### config.mk
export PLATFORM = sky130hd
export DESIGN_NAME = sprayer_sensor_pulse_monitor
export DESIGN_NICKNAME = d
export VERILOG_FILES = /design/src/rtl/core/spm_pkg.sv /design/src/rtl/core/spm_regs.sv /design/src/rtl/core/spm_tick.sv /design/src/rtl/core/spm_report.sv /design/src/rtl/core/sprayer_sensor_pulse_monitor.sv
export SDC_FILE = /design/constraint.sdc
export NUM_CORES = 2
export LEC_CHECK = 0
export ABC_CLOCK_PERIOD_IN_PS = 8900
export BUFFER_PORTS_ARGS = -buffer_cell sky130_fd_sc_hd__buf_4
export CORE_MARGIN = 3
export CORE_UTILIZATION = 40
export DETAILED_ROUTE_END_ITERATION = 7
export SLEW_MARGIN = 40
export SYNTH_ARGS = -nofsm -noshare
export SYNTH_HDL_FRONTEND = slang
export SYNTH_SLANG_ARGS = --single-unit
### constraint.sdc
create_clock -name clk -period 8.9 [get_ports clk]
set_input_delay 1.335 -clock clk [delete_from_list [all_inputs] [get_ports clk]]
set_output_delay 1.335 -clock clk [all_outputs]
set_load 0.02 [all_outputs]
### src/rtl/core/spm_pkg.sv
`timescale 1ns / 1ps
// spm_pkg: shared types and constants of the sprayer sensor pulse monitor.
// Used by every module of the block; depends on nothing.

package spm_pkg;

	localparam int CntW   = 32;
	localparam int SumW   = CntW + 1;
	localparam int TickW  = 16;
	localparam int CfgW   = 16;
	localparam int AddrW  = 5;
	localparam int DataW  = 32;
	localparam int ProdW  = CntW + CfgW;
	localparam int SpeedW = 24;

	localparam logic [TickW-1:0]  TickSat  = '1;
	localparam logic [SpeedW-1:0] SpeedMax = '1;

	typedef enum logic [2:0] {
		REG_DEBOUNCE    = 3'd0,
		REG_PTO_TIMEOUT = 3'd1,
		REG_PERIOD      = 3'd2,
		REG_LITERS      = 3'd3,
		REG_SPEED_SCALE = 3'd4,
		REG_MOVING_THR  = 3'd5
	} reg_idx_t;

	typedef enum logic [2:0] {
		ST_IDLE        = 3'd0,
		ST_MOVING      = 3'd1,
		ST_SPRAYING    = 3'd2,
		ST_FLOW_FAULT  = 3'd3,
		ST_LEFT_FAULT  = 3'd4,
		ST_RIGHT_FAULT = 3'd5
	} state_t;

	typedef struct packed {
		logic flow_level;
		logic nut_left_level;
		logic nut_right_level;
		logic pto_level;
	} tick_t;

	typedef struct packed {
		logic [47:0] total_liters_q16;
		logic        pto_active;
		logic [31:0] left_count;
		logic [31:0] right_count;
		logic [32:0] count_sum;
		logic [23:0] wheel_speed_q8;
		logic [31:0] flow_in_period;
		state_t      state_code;
	} status_t;

	typedef struct packed {
		logic [CfgW-1:0] debounce_ticks;
		logic [CfgW-1:0] pto_timeout_ticks;
		logic [CfgW-1:0] sample_period_ticks;
		logic [CfgW-1:0] liters_per_pulse_q16;
		logic [CfgW-1:0] speed_scale_q8;
		logic [CfgW-1:0] moving_threshold_q8;
	} cfg_t;

	// snapshot of the counters at a sample tick
	typedef struct packed {
		logic [CntW-1:0] flow_total;
		logic [CntW-1:0] left_total;
		logic [CntW-1:0] right_total;
		logic [SumW-1:0] sum;
		logic [CntW-1:0] dflow;
		logic [CntW-1:0] davg;
		logic            pto;
	} snap_t;

endpackage

### src/rtl/core/spm_regs.sv
`timescale 1ns / 1ps
// spm_regs: APB configuration registers of the pulse monitor.
// Depends on spm_pkg.

module spm_regs (
	input  logic                      clk,
	input  logic                      arst_n,
	input  logic                      psel,
	input  logic                      penable,
	input  logic                      pwrite,
	input  logic [spm_pkg::AddrW-1:0] paddr,
	input  logic [spm_pkg::DataW-1:0] pwdata,
	output logic [spm_pkg::DataW-1:0] prdata,
	output logic                      pready,
	output spm_pkg::cfg_t             cfg
);

	spm_pkg::cfg_t            cfg_q;
	logic                     wr_en;
	spm_pkg::reg_idx_t        idx;
	logic [spm_pkg::CfgW-1:0] rd_val;
	logic [spm_pkg::CfgW-1:0] wval;

	assign pready = 1'b1;
	assign wr_en  = psel && penable && pwrite && pready;
	assign idx    = spm_pkg::reg_idx_t'(paddr[spm_pkg::AddrW-1:2]);
	assign wval   = pwdata[spm_pkg::CfgW-1:0];

	always_ff @(posedge clk or negedge arst_n) begin
		if (!arst_n) begin
			cfg_q.debounce_ticks       <= 16'd50;
			cfg_q.pto_timeout_ticks    <= 16'd5000;
			cfg_q.sample_period_ticks  <= 16'd2000;
			cfg_q.liters_per_pulse_q16 <= 16'd239;
			cfg_q.speed_scale_q8       <= 16'd1998;
			cfg_q.moving_threshold_q8  <= 16'd128;
		end else if (wr_en) begin
			unique case (idx)
				spm_pkg::REG_DEBOUNCE:    cfg_q.debounce_ticks       <= wval;
				spm_pkg::REG_PTO_TIMEOUT: cfg_q.pto_timeout_ticks    <= wval;
				spm_pkg::REG_PERIOD:      cfg_q.sample_period_ticks  <= wval;
				spm_pkg::REG_LITERS:      cfg_q.liters_per_pulse_q16 <= wval;
				spm_pkg::REG_SPEED_SCALE: cfg_q.speed_scale_q8       <= wval;
				spm_pkg::REG_MOVING_THR:  cfg_q.moving_threshold_q8  <= wval;
				default: ;
			endcase
		end
	end

	always_comb begin
		unique case (idx)
			spm_pkg::REG_DEBOUNCE:    rd_val = cfg_q.debounce_ticks;
			spm_pkg::REG_PTO_TIMEOUT: rd_val = cfg_q.pto_timeout_ticks;
			spm_pkg::REG_PERIOD:      rd_val = cfg_q.sample_period_ticks;
			spm_pkg::REG_LITERS:      rd_val = cfg_q.liters_per_pulse_q16;
			spm_pkg::REG_SPEED_SCALE: rd_val = cfg_q.speed_scale_q8;
			spm_pkg::REG_MOVING_THR:  rd_val = cfg_q.moving_threshold_q8;
			default:                  rd_val = '0;
		endcase
	end

	assign prdata = spm_pkg::DataW'(rd_val);
	assign cfg    = cfg_q;

endmodule

### src/rtl/core/spm_tick.sv
`timescale 1ns / 1ps
// spm_tick: per-tick edge detection, pulse counters, timers and sample snapshot.
// Depends on spm_pkg.

module spm_tick (
	input  logic           clk,
	input  logic           arst_n,
	input  spm_pkg::cfg_t  cfg,
	input  logic           tick_valid,
	output logic           tick_ready,
	input  spm_pkg::tick_t tick,
	input  logic           take,
	output logic           snap_valid,
	output spm_pkg::snap_t snap
);

	logic [3:0]                prev_q;
	logic [spm_pkg::CntW-1:0]  flow_q, left_q, right_q, flow_at_q, avg_at_q;
	logic [spm_pkg::TickW-1:0] since_flow_q, since_pto_q, timer_q;
	logic                      snap_valid_s1;
	spm_pkg::snap_t            snap_s1;

	logic [3:0]                lv, rise, fall;
	logic                      xfer, flow_ok, emit;
	logic [spm_pkg::CntW-1:0]  flow_n, left_n, right_n, avg_n;
	logic [spm_pkg::SumW-1:0]  sum_n;
	logic [spm_pkg::TickW-1:0] since_flow_n, since_pto_n, timer_p1;

	assign lv   = {tick.pto_level, tick.nut_right_level, tick.nut_left_level, tick.flow_level};
	assign rise = lv & ~prev_q;
	assign fall = ~lv & prev_q;

	assign flow_ok = fall[0] && (since_flow_q > cfg.debounce_ticks);
	assign flow_n  = flow_q + spm_pkg::CntW'(flow_ok);
	assign left_n  = left_q + spm_pkg::CntW'(rise[1]);
	assign right_n = right_q + spm_pkg::CntW'(rise[2]);

	assign since_flow_n = flow_ok ? '0 :
		(since_flow_q == spm_pkg::TickSat) ? since_flow_q :
		since_flow_q + spm_pkg::TickW'(1);
	assign since_pto_n = rise[3] ? '0 :
		(since_pto_q == spm_pkg::TickSat) ? since_pto_q :
		since_pto_q + spm_pkg::TickW'(1);

	// timer stays below the period, so the increment cannot overflow
	assign timer_p1 = timer_q + spm_pkg::TickW'(1);
	assign emit     = timer_p1 >= cfg.sample_period_ticks;

	assign sum_n = spm_pkg::SumW'(left_n) + spm_pkg::SumW'(right_n);
	assign avg_n = sum_n[spm_pkg::SumW-1:1];

	assign tick_ready = !emit || !snap_valid_s1 || take;
	assign xfer       = tick_valid && tick_ready;

	always_ff @(posedge clk or negedge arst_n) begin
		if (!arst_n) begin
			prev_q        <= 4'hF;
			flow_q        <= '0;
			left_q        <= '0;
			right_q       <= '0;
			since_flow_q  <= '0;
			since_pto_q   <= '0;
			timer_q       <= '0;
			flow_at_q     <= '0;
			avg_at_q      <= '0;
			snap_valid_s1 <= 1'b0;
		end else begin
			if (xfer) begin
				prev_q       <= lv;
				flow_q       <= flow_n;
				left_q       <= left_n;
				right_q      <= right_n;
				since_flow_q <= since_flow_n;
				since_pto_q  <= since_pto_n;
				timer_q      <= emit ? '0 : timer_p1;
				if (emit) begin
					flow_at_q <= flow_n;
					avg_at_q  <= avg_n;
				end
			end
			if (xfer && emit) begin
				snap_valid_s1 <= 1'b1;
			end else if (take) begin
				snap_valid_s1 <= 1'b0;
			end
		end
	end

	always_ff @(posedge clk) begin
		if (xfer && emit) begin
			snap_s1.flow_total  <= flow_n;
			snap_s1.left_total  <= left_n;
			snap_s1.right_total <= right_n;
			snap_s1.sum         <= sum_n;
			snap_s1.dflow       <= flow_n - flow_at_q;
			snap_s1.davg        <= avg_n - avg_at_q;
			snap_s1.pto         <= since_pto_n < cfg.pto_timeout_ticks;
		end
	end

	assign snap_valid = snap_valid_s1;
	assign snap       = snap_s1;

endmodule

### src/rtl/core/spm_report.sv
`timescale 1ns / 1ps
// spm_report: liters and speed products, state priority and the status register.
// Depends on spm_pkg.

module spm_report (
	input  logic             clk,
	input  logic             arst_n,
	input  spm_pkg::cfg_t    cfg,
	input  logic             snap_valid,
	input  spm_pkg::snap_t   snap,
	output logic             take,
	output logic             status_valid,
	input  logic             status_ready,
	output spm_pkg::status_t status
);

	logic                        valid_q;
	spm_pkg::status_t            status_q;
	logic [spm_pkg::ProdW-1:0]   liters, speed_full;
	logic [spm_pkg::SpeedW-1:0]  speed;
	spm_pkg::state_t             st;

	assign liters     = spm_pkg::ProdW'(snap.flow_total) *
		spm_pkg::ProdW'(cfg.liters_per_pulse_q16);
	assign speed_full = spm_pkg::ProdW'(snap.davg) * spm_pkg::ProdW'(cfg.speed_scale_q8);
	assign speed      = (speed_full > spm_pkg::ProdW'(spm_pkg::SpeedMax)) ?
		spm_pkg::SpeedMax : speed_full[spm_pkg::SpeedW-1:0];

	always_comb begin
		st = spm_pkg::ST_IDLE;
		if (snap.pto && (speed > spm_pkg::SpeedW'(cfg.moving_threshold_q8))) begin
			st = (snap.dflow != '0) ? spm_pkg::ST_SPRAYING : spm_pkg::ST_MOVING;
		end
		if (snap.pto && (snap.dflow == '0)) begin
			st = spm_pkg::ST_FLOW_FAULT;
		end
		if (snap.left_total == '0) begin
			st = spm_pkg::ST_LEFT_FAULT;
		end
		if (snap.right_total == '0) begin
			st = spm_pkg::ST_RIGHT_FAULT;
		end
	end

	assign take = !valid_q || status_ready;

	always_ff @(posedge clk or negedge arst_n) begin
		if (!arst_n) begin
			valid_q <= 1'b0;
		end else if (take) begin
			valid_q <= snap_valid;
		end
	end

	always_ff @(posedge clk) begin
		if (take && snap_valid) begin
			status_q.total_liters_q16 <= 48'(liters);
			status_q.pto_active       <= snap.pto;
			status_q.left_count       <= 32'(snap.left_total);
			status_q.right_count      <= 32'(snap.right_total);
			status_q.count_sum        <= 33'(snap.sum);
			status_q.wheel_speed_q8   <= speed;
			status_q.flow_in_period   <= 32'(snap.dflow);
			status_q.state_code       <= st;
		end
	end

	assign status_valid = valid_q;
	assign status       = status_q;

endmodule

### src/rtl/core/sprayer_sensor_pulse_monitor.sv
`timescale 1ns / 1ps
// Sprayer sensor pulse monitor: one tick per cycle, status every sample period.
// A sample tick's status goes through the snapshot register, then the status register.
// Throughput: 1 tick per cycle; ticks stall only while a status waits in both
// the snapshot and status registers. Reset (arst_n low, async) clears counters
// and timers, sets previous pin levels high and loads register defaults.
// Depends on spm_pkg, spm_regs, spm_tick, spm_report.

module sprayer_sensor_pulse_monitor (
	input  logic                      clk,
	input  logic                      arst_n,
	input  logic                      psel,
	input  logic                      penable,
	input  logic                      pwrite,
	input  logic [spm_pkg::AddrW-1:0] paddr,
	input  logic [spm_pkg::DataW-1:0] pwdata,
	output logic [spm_pkg::DataW-1:0] prdata,
	output logic                      pready,
	input  logic                      tick_valid,
	output logic                      tick_ready,
	input  spm_pkg::tick_t            tick,
	output logic                      status_valid,
	input  logic                      status_ready,
	output spm_pkg::status_t          status
);

	spm_pkg::cfg_t  cfg;
	spm_pkg::snap_t snap;
	logic           snap_valid;
	logic           take;

	spm_regs u_regs (
		.clk     (clk),
		.arst_n  (arst_n),
		.psel    (psel),
		.penable (penable),
		.pwrite  (pwrite),
		.paddr   (paddr),
		.pwdata  (pwdata),
		.prdata  (prdata),
		.pready  (pready),
		.cfg     (cfg)
	);

	spm_tick u_tick (
		.clk        (clk),
		.arst_n     (arst_n),
		.cfg        (cfg),
		.tick_valid (tick_valid),
		.tick_ready (tick_ready),
		.tick       (tick),
		.take       (take),
		.snap_valid (snap_valid),
		.snap       (snap)
	);

	spm_report u_report (
		.clk          (clk),
		.arst_n       (arst_n),
		.cfg          (cfg),
		.snap_valid   (snap_valid),
		.snap         (snap),
		.take         (take),
		.status_valid (status_valid),
		.status_ready (status_ready),
		.status       (status)
	);

endmodule

==> impl_metrics.csv <==
group,metric,value,unit
synthesis,syn-instance-count,6431,
cts,clk_latency,0.71,ns
worst_setup_path,crit_arrival,9.36,ns
worst_setup_path,path_class,"flip-flop to flip-flop",
timing,relSlewSlack,41.5,%
detailed_routing,vias,46527,
timing,fin_ws,-0.0629,ns
global_route,grt_first_pass_wirelength,284000,um
timing,fin_crit_sh,101,%
detailed_routing,dr.pass1.iters,6,
synthesis,yosys-top-cells-area,"fa_1 (26%), edfxtp_1 (19%), dfrtp_1 (11%)",
cts,clk_pin_slew,0.06,ns
die,rows,146,
synthesis,synth_largest_type_area_fraction,26.0,%
final_layout,fin_cells,9102,
final_layout,drive_above_1_share,14.1,%
worst_setup_path,end_kind,"flip-flop",
worst_setup_path,cpMostUsedCell,"fa_1",
cts,postCtsHoldBufs,0,
cts,clock-sinks,709,
synthesis,syn-cell-area,0.0647,mm^2
synthesis,synth_ff_type,"edfxtp_1",
timing,setup_violations,1,
final_layout,areaGrowthSynthToFinish,15.8,%
global_route,grt_usage,21.7,%
synthesis,postSynthAreaPerCell,10.1,um^2
place,portBuffers,252,
job,cap_violations,0,
detailed_routing,drtIter0Drc,2898,
worst_setup_path,cp_top_family,"adder cells",
synthesis,synth_commonest_cells,"nand2_1 (1030), inv_1 (1021), fa_1 (839), ha_1 (406), edfxtp_1 (399)",
place,dp_hpwl,140000,um
global_route,grt_pass1_vias,49266,
synthesis,yosys.area.top_type,"fa_1",
worst_setup_path,startpoint_type,"flip-flop",
place,place_ws,-0.541,ns
detailed_routing,drc_errors,0,
cts,cts_buffers,83,
run_status,violations,"setup timing",
place,gp_congestion,0.934,
worst_setup_path,critical_path.max_fanout,8,
die,die_w,408,um
cts,htreeDepth,3,
synthesis,yosysMostFrequentCell,"nand2_1",
synthesis,async_flop_share,43.7,%
cts,cts_root_buf,"clkbuf_16",
cts,cts_buffer_depth,3,
final_layout,nets,8174,
global_route,grt_start_max_net_pins,108,
die,initial_core_util,40.6,%
die,die_y,408,um
die,coreArea,0.159,mm^2
detailed_routing,routed_wl,179000,um
synthesis,yosys_warnings,0,
timing,skew,0.0776,ns
detailed_routing,post_drt_wl_per_cell,19.7,um
worst_hold_path,hold_class,"flip-flop to flip-flop",
synthesis,seq_area_frac_synth,30.6,%
timing,drv_slew,0,
worst_setup_path,crit_path_top_delay_cell,"dfstp_2",
worst_setup_path,critPathMaxStageDelay,0.59,ns
worst_setup_path,required,9.29,ns
timing,tightest_slew,0.878,ns
timing,hold_viol_final,0,
global_route,antenna_found_initial,5,
global_route,overflow,0,
synthesis,synth_edf_count,399,
cts,cts_tree,"built",
synthesis,synthDistinctLibCells,87,
synthesis,ys_ff_latch,709,
place,place_inst,8901,
timing,rsz0062_at_grt,"true",
timing,fmax,112,MHz
final_layout,fillCellCount,14787,
detailed_routing,ant_nets,0,
timing,period_needed,8.96,ns
worst_setup_path,crit_buf_inv,7,
run_status,status,"complete, but fails checks",
detailed_routing,viasPerCell,5.11,
die,die_area,0.167,mm^2
die,num_io_pins,288,
placed cells by master (no fill, tap or decap), types with 96 or more instances in the layout:
cell      synthesis  final
dfrtp_1         276    272
buf_4            17    569
ha_1            406    390
nand3_1          97     96
and2_1          355    352
fa_1            839    827
a21oi_1         203    184
inv_1          1021   1013
nor2_1          228    225
o21ai_0         181    173
nand2_1        1030   1025
edfxtp_1        399    399
xnor2_1         216    216
xor2_1          161    161
cells by family (layout without fill, tap and decap cells):
kind of cell    count (synthesis)  in the layout  synth area share (%)
compound gates                742            742                  7.36
xor+xnor                      377            377                  5.10
fa+ha+maj                    1245           1245                  33.8
buf+inv                      1292           1798                  7.60
flops                         709            709                  30.6
mux                            77             77                  1.33
other cells                     2             21                0.0116
simple gates                 1987           1987                  14.2
flip-flops by register name (all words and copies together) (netlist names):
signal,count
u_report.status,205
u_tick.left_q,32
u_tick.snap,194
u_tick.since_pto_q,16
u_tick.flow_q,32
u_report.status_valid,1
u_tick.snap_valid,1
u_tick.since_flow_q,16
u_tick.avg_at_q,32
u_tick.prev_q,4
u_tick.flow_at_q,32
u_tick.timer_q,16
u_regs.cfg,96
u_tick.right_q,32
layout make-up:
cell class              count  area [um^2]  share of cell area (%)
multi-input cells        4445        40500                    54.1
inverters                1022         3840                    5.13
repair buffers            620         5200                    6.94
diodes                      4         10.0                  0.0134
clock inverters            43          531                   0.708
clock buffers             113         2330                    3.11
flip-flops and latches    709        19800                    26.4
well taps                2146         2690                    3.58
worst paths after layout:
| path | depth (start not counted) | slack (ns) | start | end |
|---|---|---|---|---|
| hold / removal | 0 | 0.39 | u_tick.snap[84]$_DFFE_PP_ | u_report.status[78]$_DFFE_PP_ |
| setup / recovery | 38 | -0.06 | u_regs.cfg[18]$_DFFE_PN1P_ | u_report.status[1]$_SDFFCE_PP0P_ |
| min in group asynchronous | 1 | 0.62 | arst_n | u_tick.avg_at_q[21]$_DFFE_PN0P_ |
| setup reg to reg | 38 | -0.06 | u_regs.cfg[18]$_DFFE_PN1P_ | u_report.status[1]$_SDFFCE_PP0P_ |
| max in group asynchronous | 3 | 6.81 | arst_n | u_regs.cfg[16]$_DFFE_PN0P_ |
| hold reg to reg | 0 | 0.39 | u_tick.snap[84]$_DFFE_PP_ | u_report.status[78]$_DFFE_PP_ |
layer usage:
layer	track usage (%)	part of all wire [%]	up-vias	routed length, um
met1	28.1	42	23554	75400
met3	4.40	6.7	312	12000
li1	-	-	21384	-
met4	7.49	3.7	0	6600
met2	36.4	48	1277	85300
met5	0	0	-	0
repair_timing:
item,CTS,global route
pin swaps,87,4
endpoints found under the setup margin,1,1
endpoints found under the hold margin,0,0
gates cloned,3,0
buffers inserted,38,2
resized for setup,118,2
stage by stage:
stage / util (%) / hold slack (ns) / setup TNS, ns / instance area, um^2
6_report: 47.0 / 0.390 / -0.0629 / 74900
5_1_grt: 47.0 / 0.398 / -0.611 / 74900
4_1_cts: 47.0 / 0.386 / 0 / 74900
3_5_place_dp: 44.6 / 0.405 / -0.541 / 71100
3_3_place_gp: 44.5 / 0.405 / -0.494 / 71000
2_1_floorplan: - / 0.400 / 0 / 64800
Power is left out: the tool's default activity adds up to more than one toggle a clock period on the data nets, which glitch-free logic cannot reach.
